`src/rtl/arice_pkg.sv`:
```
// Shared types, constants and helper functions of the adaptive Rice decoder.
package arice_pkg;

  localparam int VALUE_WIDTH = 32;
  localparam int QUOT_WIDTH  = 16;
  localparam int K_MAX       = 15;
  localparam int K_WIDTH     = 4;
  localparam int BYTE_WIDTH  = 8;
  localparam int LEN_WIDTH   = $clog2(VALUE_WIDTH + 1);
  localparam int POS_WIDTH   = $clog2(BYTE_WIDTH);

  typedef logic [VALUE_WIDTH-1:0]  val_t;
  typedef logic [QUOT_WIDTH-1:0]   quot_t;
  typedef logic [QUOT_WIDTH:0]     ext1_t;
  typedef logic [QUOT_WIDTH+1:0]   ext2_t;
  typedef logic [QUOT_WIDTH+4:0]   dclen_t;
  typedef logic [K_WIDTH-1:0]      k_t;
  typedef logic [K_WIDTH:0]        kx_t;
  typedef logic [LEN_WIDTH-1:0]    len_t;
  typedef logic [POS_WIDTH-1:0]    bitpos_t;
  typedef logic [BYTE_WIDTH-1:0]   byte_t;

  localparam quot_t   QUOT_MAX = '1;
  localparam bitpos_t BIT_LAST = bitpos_t'(BYTE_WIDTH - 1);

  typedef enum logic [1:0] {
    MODE_PLAIN,
    MODE_DC,
    MODE_LL,
    MODE_EXP
  } mode_t;

  localparam logic [1:0] REG_MODE       = 2'd0;
  localparam logic [1:0] REG_SIGNED_MAP = 2'd1;
  localparam logic [1:0] REG_ADAPT      = 2'd2;
  localparam logic [1:0] REG_START_K    = 2'd3;

  typedef struct packed {
    mode_t mode;
    logic  signed_map;
    logic  adapt_enable;
  } cfg_t;

  typedef struct packed {
    logic valid;
    logic data;
    logic last;
  } bit_t;

  typedef struct packed {
    val_t value;
    k_t   k_after;
    logic overflow;
  } res_t;

  // Adaptation of k after a plain symbol with quotient q.
  function automatic k_t adapt_k(quot_t q, k_t k);
    kx_t lg;
    kx_t sum;
    lg = '0;
    for (int i = 1; i < QUOT_WIDTH; i++) begin
      if (q[i]) begin
        lg = kx_t'(i);
      end
    end
    sum = kx_t'(k) + lg;
    if (q == '0) begin
      adapt_k = (k == '0) ? '0 : k - k_t'(1);
    end else if (q == quot_t'(1)) begin
      adapt_k = k;
    end else if (sum > kx_t'(K_MAX)) begin
      adapt_k = k_t'(K_MAX);
    end else begin
      adapt_k = k_t'(sum);
    end
  endfunction

  // Zigzag mapping from an unsigned code to two's complement bits.
  function automatic val_t zigzag(val_t v);
    zigzag = (v >> 1) ^ {VALUE_WIDTH{v[0]}};
  endfunction

endpackage

```
`src/rtl/arice_bit_shifter.sv`:
```
// Input byte register that hands out one stream bit per cycle while adv is high, most significant first.
module arice_bit_shifter (
  input  logic             clk,
  input  logic             rst,
  input  logic             stream_valid,
  output logic             stream_ready,
  input  arice_pkg::byte_t stream_byte,
  input  logic             adv,
  output arice_pkg::bit_t  bit_out
);
  import arice_pkg::*;

  byte_t   shreg;
  bitpos_t pos;
  logic    busy;

  assign bit_out.valid = busy;
  assign bit_out.data  = shreg[BYTE_WIDTH-1];
  assign bit_out.last  = (pos == BIT_LAST);

  assign stream_ready = !busy || (adv && bit_out.last);

  always_ff @(posedge clk) begin
    if (rst) begin
      busy <= 1'b0;
      pos  <= '0;
    end else if (stream_valid && stream_ready) begin
      busy <= 1'b1;
      pos  <= '0;
    end else if (adv) begin
      pos <= pos + bitpos_t'(1);
      if (bit_out.last) begin
        busy <= 1'b0;
      end
    end
  end

  always_ff @(posedge clk) begin
    if (stream_valid && stream_ready) begin
      shreg <= stream_byte;
    end else if (adv) begin
      shreg <= {shreg[BYTE_WIDTH-2:0], 1'b0};
    end
  end

endmodule

```
`src/rtl/arice_symbol_engine.sv`:
```
// Bit-serial Rice symbol decoder with escape modes and adaptation of k.
module arice_symbol_engine (
  input  logic            clk,
  input  logic            rst,
  input  arice_pkg::cfg_t cfg,
  input  logic            restart,
  input  arice_pkg::k_t   restart_k,
  input  arice_pkg::bit_t bit_in,
  input  logic            slot_ok,
  output logic            adv,
  output logic            push,
  output arice_pkg::res_t res
);
  import arice_pkg::*;

  typedef enum logic [1:0] {
    PH_UNARY,
    PH_REM,
    PH_ESC,
    PH_MANT
  } phase_t;

  phase_t phase, phase_next;
  quot_t  quot, quot_next;
  len_t   bits_left, bits_left_next;
  val_t   accum, accum_next;
  k_t     cur_k, cur_k_next;
  logic   err, err_next;

  logic   emit_now;
  logic   do_adapt;
  logic   do_finish;
  val_t   shifted;
  val_t   fin_val;
  val_t   exp_len;
  len_t   bits_dec;
  quot_t  esc;
  quot_t  ll_i;
  kx_t    kp5;
  dclen_t dc_len;
  ext2_t  dc_k;
  ext2_t  ll_len;
  ext2_t  ll_k;

  always_comb begin
    phase_next     = phase;
    quot_next      = quot;
    bits_left_next = bits_left;
    accum_next     = accum;
    cur_k_next     = cur_k;
    err_next       = err;
    emit_now       = 1'b0;
    do_adapt       = 1'b0;
    do_finish      = 1'b0;
    res            = '0;

    esc      = quot - quot_t'(7) - quot_t'(cur_k);
    kp5      = kx_t'(cur_k) + kx_t'(5);
    dc_len   = dclen_t'(esc) * dclen_t'(kp5);
    dc_k     = ext2_t'(cur_k) + (ext2_t'(esc) << 1);
    ll_i     = quot - quot_t'(8);
    ll_len   = (ext2_t'(ll_i) << 1) + ext2_t'(ll_i) + ext2_t'(5);
    ll_k     = ext2_t'(cur_k) + ext2_t'(ll_i) + ext2_t'(3);
    shifted  = {accum[VALUE_WIDTH-2:0], bit_in.data};
    bits_dec = (bits_left != '0) ? bits_left - len_t'(1) : '0;
    fin_val  = shifted;
    exp_len  = '0;

    case (phase)
      PH_UNARY: begin
        if (bit_in.data) begin
          if (quot == QUOT_MAX) begin
            err_next = 1'b1;
          end else begin
            quot_next = quot + quot_t'(1);
          end
        end else if (cfg.mode == MODE_DC && ext1_t'(quot) >= ext1_t'(8) + ext1_t'(cur_k)) begin
          if (dc_len > dclen_t'(VALUE_WIDTH)) begin
            err_next       = 1'b1;
            bits_left_next = len_t'(VALUE_WIDTH);
          end else begin
            bits_left_next = len_t'(dc_len);
          end
          if (cfg.adapt_enable) begin
            cur_k_next = (dc_k > ext2_t'(K_MAX)) ? k_t'(K_MAX) : k_t'(dc_k);
          end
          accum_next = '0;
          phase_next = PH_ESC;
        end else if ((cfg.mode == MODE_LL || cfg.mode == MODE_EXP) && quot >= quot_t'(8)) begin
          if (ll_len > ext2_t'(VALUE_WIDTH)) begin
            err_next       = 1'b1;
            bits_left_next = len_t'(VALUE_WIDTH);
          end else begin
            bits_left_next = len_t'(ll_len);
          end
          if (cfg.adapt_enable) begin
            cur_k_next = (ll_k > ext2_t'(K_MAX)) ? k_t'(K_MAX) : k_t'(ll_k);
          end
          accum_next = '0;
          phase_next = PH_ESC;
        end else begin
          accum_next     = val_t'(quot);
          fin_val        = val_t'(quot);
          bits_left_next = len_t'(cur_k);
          phase_next     = PH_REM;
          if (cur_k == '0) begin
            do_adapt  = 1'b1;
            do_finish = 1'b1;
          end
        end
      end
      default: begin
        if (accum[VALUE_WIDTH-1]) begin
          err_next = 1'b1;
        end
        accum_next     = shifted;
        bits_left_next = bits_dec;
        if (bits_dec == '0) begin
          if (phase == PH_REM) begin
            do_adapt  = 1'b1;
            do_finish = 1'b1;
          end else if (phase == PH_ESC) begin
            do_finish = 1'b1;
          end else begin
            emit_now = 1'b1;
          end
        end
      end
    endcase

    if (do_adapt && cfg.adapt_enable) begin
      cur_k_next = adapt_k(quot, cur_k);
    end

    if (do_finish) begin
      if (cfg.mode != MODE_EXP) begin
        emit_now = 1'b1;
      end else begin
        exp_len    = fin_val >> 4;
        accum_next = val_t'(fin_val[3:0]);
        if (exp_len > val_t'(VALUE_WIDTH)) begin
          err_next       = 1'b1;
          bits_left_next = len_t'(VALUE_WIDTH);
        end else begin
          bits_left_next = len_t'(exp_len);
        end
        if (bits_left_next == '0) begin
          emit_now = 1'b1;
        end else begin
          phase_next = PH_MANT;
        end
      end
    end

    if (emit_now) begin
      res.value    = (cfg.signed_map && (cfg.mode == MODE_PLAIN || cfg.mode == MODE_DC))
                     ? zigzag(accum_next) : accum_next;
      res.k_after  = cur_k_next;
      res.overflow = err_next;
      phase_next     = PH_UNARY;
      quot_next      = '0;
      bits_left_next = '0;
      accum_next     = '0;
      err_next       = 1'b0;
    end
  end

  assign adv  = bit_in.valid && (!emit_now || slot_ok);
  assign push = adv && emit_now;

  always_ff @(posedge clk) begin
    if (rst) begin
      phase     <= PH_UNARY;
      quot      <= '0;
      bits_left <= '0;
      accum     <= '0;
      cur_k     <= '0;
      err       <= 1'b0;
    end else if (restart) begin
      phase     <= PH_UNARY;
      quot      <= '0;
      bits_left <= '0;
      accum     <= '0;
      cur_k     <= restart_k;
      err       <= 1'b0;
    end else if (adv) begin
      phase     <= phase_next;
      quot      <= quot_next;
      bits_left <= bits_left_next;
      accum     <= accum_next;
      cur_k     <= cur_k_next;
      err       <= err_next;
    end
  end

endmodule

```
`src/rtl/arice_result_buffer.sv`:
```
// Hold slot and output register that mark the last result of each byte.
module arice_result_buffer (
  input  logic            clk,
  input  logic            rst,
  input  logic            push,
  input  arice_pkg::res_t res,
  input  logic            end_byte,
  output logic            slot_ok,
  output logic            result_valid,
  input  logic            result_ready,
  output arice_pkg::res_t out_res,
  output logic            last_of_byte
);
  import arice_pkg::*;

  res_t hold_res;
  logic hold_v;
  logic hold_last;
  logic out_free;
  logic hold_move;

  assign out_free  = !result_valid || result_ready;
  assign hold_move = hold_v && out_free && (hold_last || push);
  assign slot_ok   = !hold_v || out_free;

  always_ff @(posedge clk) begin
    if (rst) begin
      result_valid <= 1'b0;
      last_of_byte <= 1'b0;
      hold_v       <= 1'b0;
      hold_last    <= 1'b0;
    end else begin
      if (hold_move) begin
        result_valid <= 1'b1;
        last_of_byte <= hold_last;
      end else if (out_free) begin
        result_valid <= 1'b0;
      end
      if (push) begin
        hold_v    <= 1'b1;
        hold_last <= end_byte;
      end else if (hold_move) begin
        hold_v    <= 1'b0;
        hold_last <= 1'b0;
      end else if (end_byte && hold_v) begin
        hold_last <= 1'b1;
      end
    end
  end

  always_ff @(posedge clk) begin
    if (hold_move) begin
      out_res <= hold_res;
    end
    if (push) begin
      hold_res <= res;
    end
  end

endmodule

```
`src/rtl/adaptive_rice_decoder_top.sv`:
```
// Top level of the adaptive Rice decoder: configuration registers and datapath wiring.
// Each input byte goes one stream bit per cycle through the symbol engine, unless the engine stalls.
// The next byte is accepted in the cycle of the previous byte's last bit.
// The last result of a byte is registered in the hold slot and then in the output register.
// Output backpressure stalls the engine only when a finished symbol finds both slots full.
// Reset is synchronous: configuration returns to its defaults, k to zero, buffers empty.
module adaptive_rice_decoder_top (
  input  logic             clk,
  input  logic             rst,
  input  logic             stream_valid,
  output logic             stream_ready,
  input  arice_pkg::byte_t stream_byte,
  output logic             result_valid,
  input  logic             result_ready,
  output arice_pkg::val_t  value,
  output arice_pkg::k_t    k_after,
  output logic             overflow,
  output logic             last_of_byte,
  input  logic             cfg_valid,
  output logic             cfg_ready,
  input  logic [1:0]       cfg_index,
  input  logic [3:0]       cfg_data
);
  import arice_pkg::*;

  cfg_t cfg;
  bit_t bit_s;
  res_t eng_res;
  res_t out_res;
  logic adv;
  logic push;
  logic slot_ok;
  logic restart;

  assign cfg_ready = 1'b1;
  assign restart   = cfg_valid && cfg_index == REG_START_K;

  always_ff @(posedge clk) begin
    if (rst) begin
      cfg.mode         <= MODE_PLAIN;
      cfg.signed_map   <= 1'b0;
      cfg.adapt_enable <= 1'b1;
    end else if (cfg_valid) begin
      case (cfg_index)
        REG_MODE:       cfg.mode         <= mode_t'(cfg_data[1:0]);
        REG_SIGNED_MAP: cfg.signed_map   <= cfg_data[0];
        REG_ADAPT:      cfg.adapt_enable <= cfg_data[0];
        default: begin
        end
      endcase
    end
  end

  arice_bit_shifter u_shifter (
    .clk          (clk),
    .rst          (rst),
    .stream_valid (stream_valid),
    .stream_ready (stream_ready),
    .stream_byte  (stream_byte),
    .adv          (adv),
    .bit_out      (bit_s)
  );

  arice_symbol_engine u_engine (
    .clk       (clk),
    .rst       (rst),
    .cfg       (cfg),
    .restart   (restart),
    .restart_k (cfg_data),
    .bit_in    (bit_s),
    .slot_ok   (slot_ok),
    .adv       (adv),
    .push      (push),
    .res       (eng_res)
  );

  arice_result_buffer u_buffer (
    .clk          (clk),
    .rst          (rst),
    .push         (push),
    .res          (eng_res),
    .end_byte     (adv && bit_s.last),
    .slot_ok      (slot_ok),
    .result_valid (result_valid),
    .result_ready (result_ready),
    .out_res      (out_res),
    .last_of_byte (last_of_byte)
  );

  assign value    = out_res.value;
  assign k_after  = out_res.k_after;
  assign overflow = out_res.overflow;

`ifndef SYNTH
  a_accept_fills: assert property (@(posedge clk) disable iff (rst)
    (stream_valid && stream_ready) |=> bit_s.valid)
    else $error("accepted byte did not reach the bit shifter");

  a_stall_cause: assert property (@(posedge clk) disable iff (rst)
    (bit_s.valid && !adv) |-> !slot_ok)
    else $error("engine stalled while a result slot was free");

  a_byte_drains: assert property (@(posedge clk) disable iff (rst)
    (adv && bit_s.last && !(stream_valid && stream_ready)) |=> !bit_s.valid)
    else $error("bit shifter still busy after the last bit of a byte");
`endif

endmodule
```
`config.mk`:
```
export PLATFORM = sky130hd
export DESIGN_NAME = adaptive_rice_decoder_top
export DESIGN_NICKNAME = d
export VERILOG_FILES = /design/src/rtl/arice_pkg.sv /design/src/rtl/arice_bit_shifter.sv /design/src/rtl/arice_symbol_engine.sv /design/src/rtl/arice_result_buffer.sv /design/src/rtl/adaptive_rice_decoder_top.sv
export SDC_FILE = /design/constraint.sdc
export NUM_CORES = 1
export LEC_CHECK = 0
export ABC_AREA = 1
export ABC_CLOCK_PERIOD_IN_PS = 8930
export BUFFER_PORTS_ARGS = -buffer_cell sky130_fd_sc_hd__clkbuf_2
export CORE_UTILIZATION = 60
export DETAILED_ROUTE_END_ITERATION = 8
export GPL_ROUTABILITY_DRIVEN = 0
export PLACE_DENSITY = 0.76
export SLEW_MARGIN = 20
export SYNTH_ARGS = -nofsm -noshare
export SYNTH_HDL_FRONTEND = slang
export SYNTH_HIERARCHICAL = 1
export SYNTH_SLANG_ARGS = --single-unit
```
`constraint.sdc`:
```
create_clock -name clk -period 8.93 [get_ports clk]
set_input_delay 1.786 -clock clk [delete_from_list [all_inputs] [get_ports clk]]
set_output_delay 1.786 -clock clk [all_outputs]
set_load 0.01 [all_outputs]
```
==> impl_metrics.csv <==
group,metric,value,unit
power,leakagePower,7.78,nW
yosys,ys_async_sr_fraction,0,%
floorplanning,rows,57,
placement,place_hpwl,31500,um
detailed_routing,drc,0,
yosys,postSynthCellCount,2199,
layout,fin_nets,2386,
timing,setup_violations,0,
floorplanning,dieHeight,159,um
setup_path,end_kind,"output port",
floorplanning,die_x,159,um
yosys,synth_edf_count,82,
floorplanning,start_util,61.0,%
layout,area_growth,7.19,%
timing,drv_slew,0,
detailed_routing,via_per_inst,5.83,
clock_network,cts_max_level,4,
placement,port_buffers,58,
setup_path,rr_worst_depth,32,
setup_path,cp_max_fo,46,
yosys,synth.top_cells.by_area,"edfxtp_1 17%, nand2_1 15%, dfxtp_1 9.8%",
setup_path,required,7.14,ns
grt,grt_pass1_wl,67200,um
timing,clock_skew,0.0212,ns
yosys,synth_cell_types,50,
yosys,yosysTopAreaCell,"edfxtp_1",
yosys,synth_top_flop_cell,"edfxtp_1",
hold_path,min_path_type,"flop to flop",
yosys,synth_nets,2371,
yosys,synth_seq_cells,155,
layout,register_area,3920,sq um
setup_path,crit_type,"flop to output port",
layout,final.fill_count,2163,
clock_network,cts_hold_buf,0,
power,ir_drop,0.000376,V
timing,finalHoldViolCount,0,
detailed_routing,vias,14900,
detailed_routing,routed_wl,41700,um
clock_network,cts_sinks,155,
timing,max_freq,136,MHz
grt,grt_pass1_vias,13100,
hold_path,hold_depth,0,
setup_path,start_kind,"flop",
clock_network,cts_buffers,17,
clock_network,worstSkewPairLatency,0.44,ns
timing,min_period,7.35,ns
setup_path,crit_arrival,5.56,ns
clock_network,root_buffer,"clkbuf_16",
placement,dp_cells,2519,
grt,antenna_found_initial,0,
detailed_routing,drtIter0Drc,1744,
detailed_routing,post_drt_wl_per_cell,16.3,um
clock_network,post-cts-setup-buffer-count,0,
yosys,synth_warnings,6,
layout,diodes,0,
yosys,yosysMostFrequentCell,"nand2_1",
clock_network,clockBufferDepth,2,
yosys,synth_common_cells,"589 x nand2_1, 308 x inv_1, 254 x nor2_1",
yosys,netlist_area,14800,sq um
detailed_routing,firstDrtPassIters,8,
timing,tightest_slew,1.03,ns
clock_network,cts_tree,"yes",
timing,tns,0,ns
yosys,ys_seq_area_share,26.4,%
floorplanning,ioPinCount,60,
yosys,syn_area_per_cell,6.75,sq um
timing,finalCritPeriodShare,82.3,%
grt,gr-total-overflow,0,
layout,drive_gt1_share,6.60,%
grt,gr-usage-all-layers,32.9,%
floorplanning,core,24300,sq um
outcome,status,"complete, no violations",
yosys,yosys.area.top_type_share,16.6,%
layout,instances_no_fill,2551,
clock_network,cts_resized,0,
power,power_density,302,nW/um^2
clock_network,clk_pin_slew,0.08,ns
grt,grt_max_degree,56,
layout,multi_input_area,9400,sq um
floorplanning,die-area,25400,sq um
job,maxCapViolCount,0,
timing,rsz0062_at_grt,"no",
timing,slew_headroom,31.3,%
layout,utilization,65.4,%
detailed_routing,ant_nets,0,
logic make-up after synthesis:
family / Yosys count / synth area share [%]
xor gates and xnor gates: 49 / 2.89
AOI/OAI and AO/OA: 312 / 12.0
other: 1 / 0.0253
DFF: 155 / 26.4
and+or+nand+nor: 1139 / 33.0
buffers and inverters: 390 / 10.3
adders and majority gates: 153 / 15.3
cell type report:
cell class	count	share of cell area [%]
Inverter	317	7.50
Clock buffer	17	2.67
Sequential cell	155	24.7
Multi-Input combinational cell	1654	59.1
Clock inverter	15	1.20
Timing Repair Buffer	69	2.34
Tap cell	324	2.55
stage by stage:
stage	setup slack (ns)	power [mW]	hold WS (ns)	instance area (sq um)
2_1_floorplan	2.83	3.28	0.400	14800
3_3_place_gp	2.20	3.93	0.402	15300
3_5_place_dp	2.01	3.98	0.405	15300
4_1_cts	1.79	4.75	0.410	15900
5_1_grt	1.32	5.27	0.424	15900
6_report	1.58	4.81	0.406	15900
sequential cells by signal, indices dropped and copies added, names as in the netlist:
signal,flops
u_shifter/pos,3
u_buffer/hold_last,1
u_engine/err,1
u_shifter/shreg,8
u_engine/quot,16
u_engine/accum,32
u_engine/cur_k,4
u_engine/bits_left,6
u_buffer/out_res,37
cfg,4
u_buffer/last_of_byte,1
u_buffer/result_valid,1
u_engine/phase,2
u_shifter/busy,1
u_buffer/hold_v,1
u_buffer/hold_res,37
worst max-delay path, cell delays in order, from the launching register on:
cell	delay (ns)
dfxtp_1	0.73
inv_1	0.14
buf_4	0.25
ha_1	0.38
inv_1	0.12
nand3_1	0.10
nor2_1	0.04
nor2_1	0.10
nand2_1	0.17
nand2_2	0.47
nand2_1	0.16
inv_2	0.18
nand4_1	0.12
and2_1	0.23
nor2_2	0.48
nand2_4	0.26
nand3_4	0.16
nand2_8	0.22
inv_4	0.30
nand2_2	0.10
nand2_4	0.16
clkbuf_2	0.17
path summary, 6_finish.rpt:
check                                 startpoint                                 end  slack (ns)
setup / recovery  u_engine/cur_k[0]$_SDFFE_PP0P_                        stream_ready        1.58
hold reg to reg   u_buffer/hold_res[3]$_DFFE_PP_       u_buffer/out_res[3]$_DFFE_PP_        0.41
hold / removal    u_buffer/hold_res[3]$_DFFE_PP_       u_buffer/out_res[3]$_DFFE_PP_        0.41
setup reg to reg  u_engine/cur_k[1]$_SDFFE_PP0P_  u_engine/bits_left[2]$_SDFFE_PP0P_        1.86
per-layer routing:
| metal | vias to the layer above | global-route usage [%] | share of wire [%] |
|---|---|---|---|
| met4 | 0 | 9.27 | 2.4 |
| met5 | - | 0 | 0 |
| met1 | 6817 | 47.0 | 44 |
| met3 | 79 | 7.76 | 11 |
| met2 | 789 | 49.4 | 43 |
| li1 | 7191 | - | - |
layout by cell type (no fill, tap or decap), types with 17 or more instances in the layout:
cell type,instances
edfxtp_1,82
a211oi_1,25
xor2_1,39
o21ai_0,63
fa_1,48
inv_1,308
ha_1,105
nand3_1,174
nor2_1,253
a21oi_1,161
clkbuf_2,58
dfxtp_1,73
clkbuf_16,17
o22ai_1,26
nand2_1,589
nand4_1,47
report_power, final:
group          total, mW  switching, mW  internal, mW  leakage, nW
Clock              0.756          0.350         0.406        0.298
Combinational       3.22           2.19          1.03         6.12
Sequential         0.832         0.0317         0.800         1.36
Total               4.81           2.57          2.24         7.78
(Power assumes the default switching activity.)
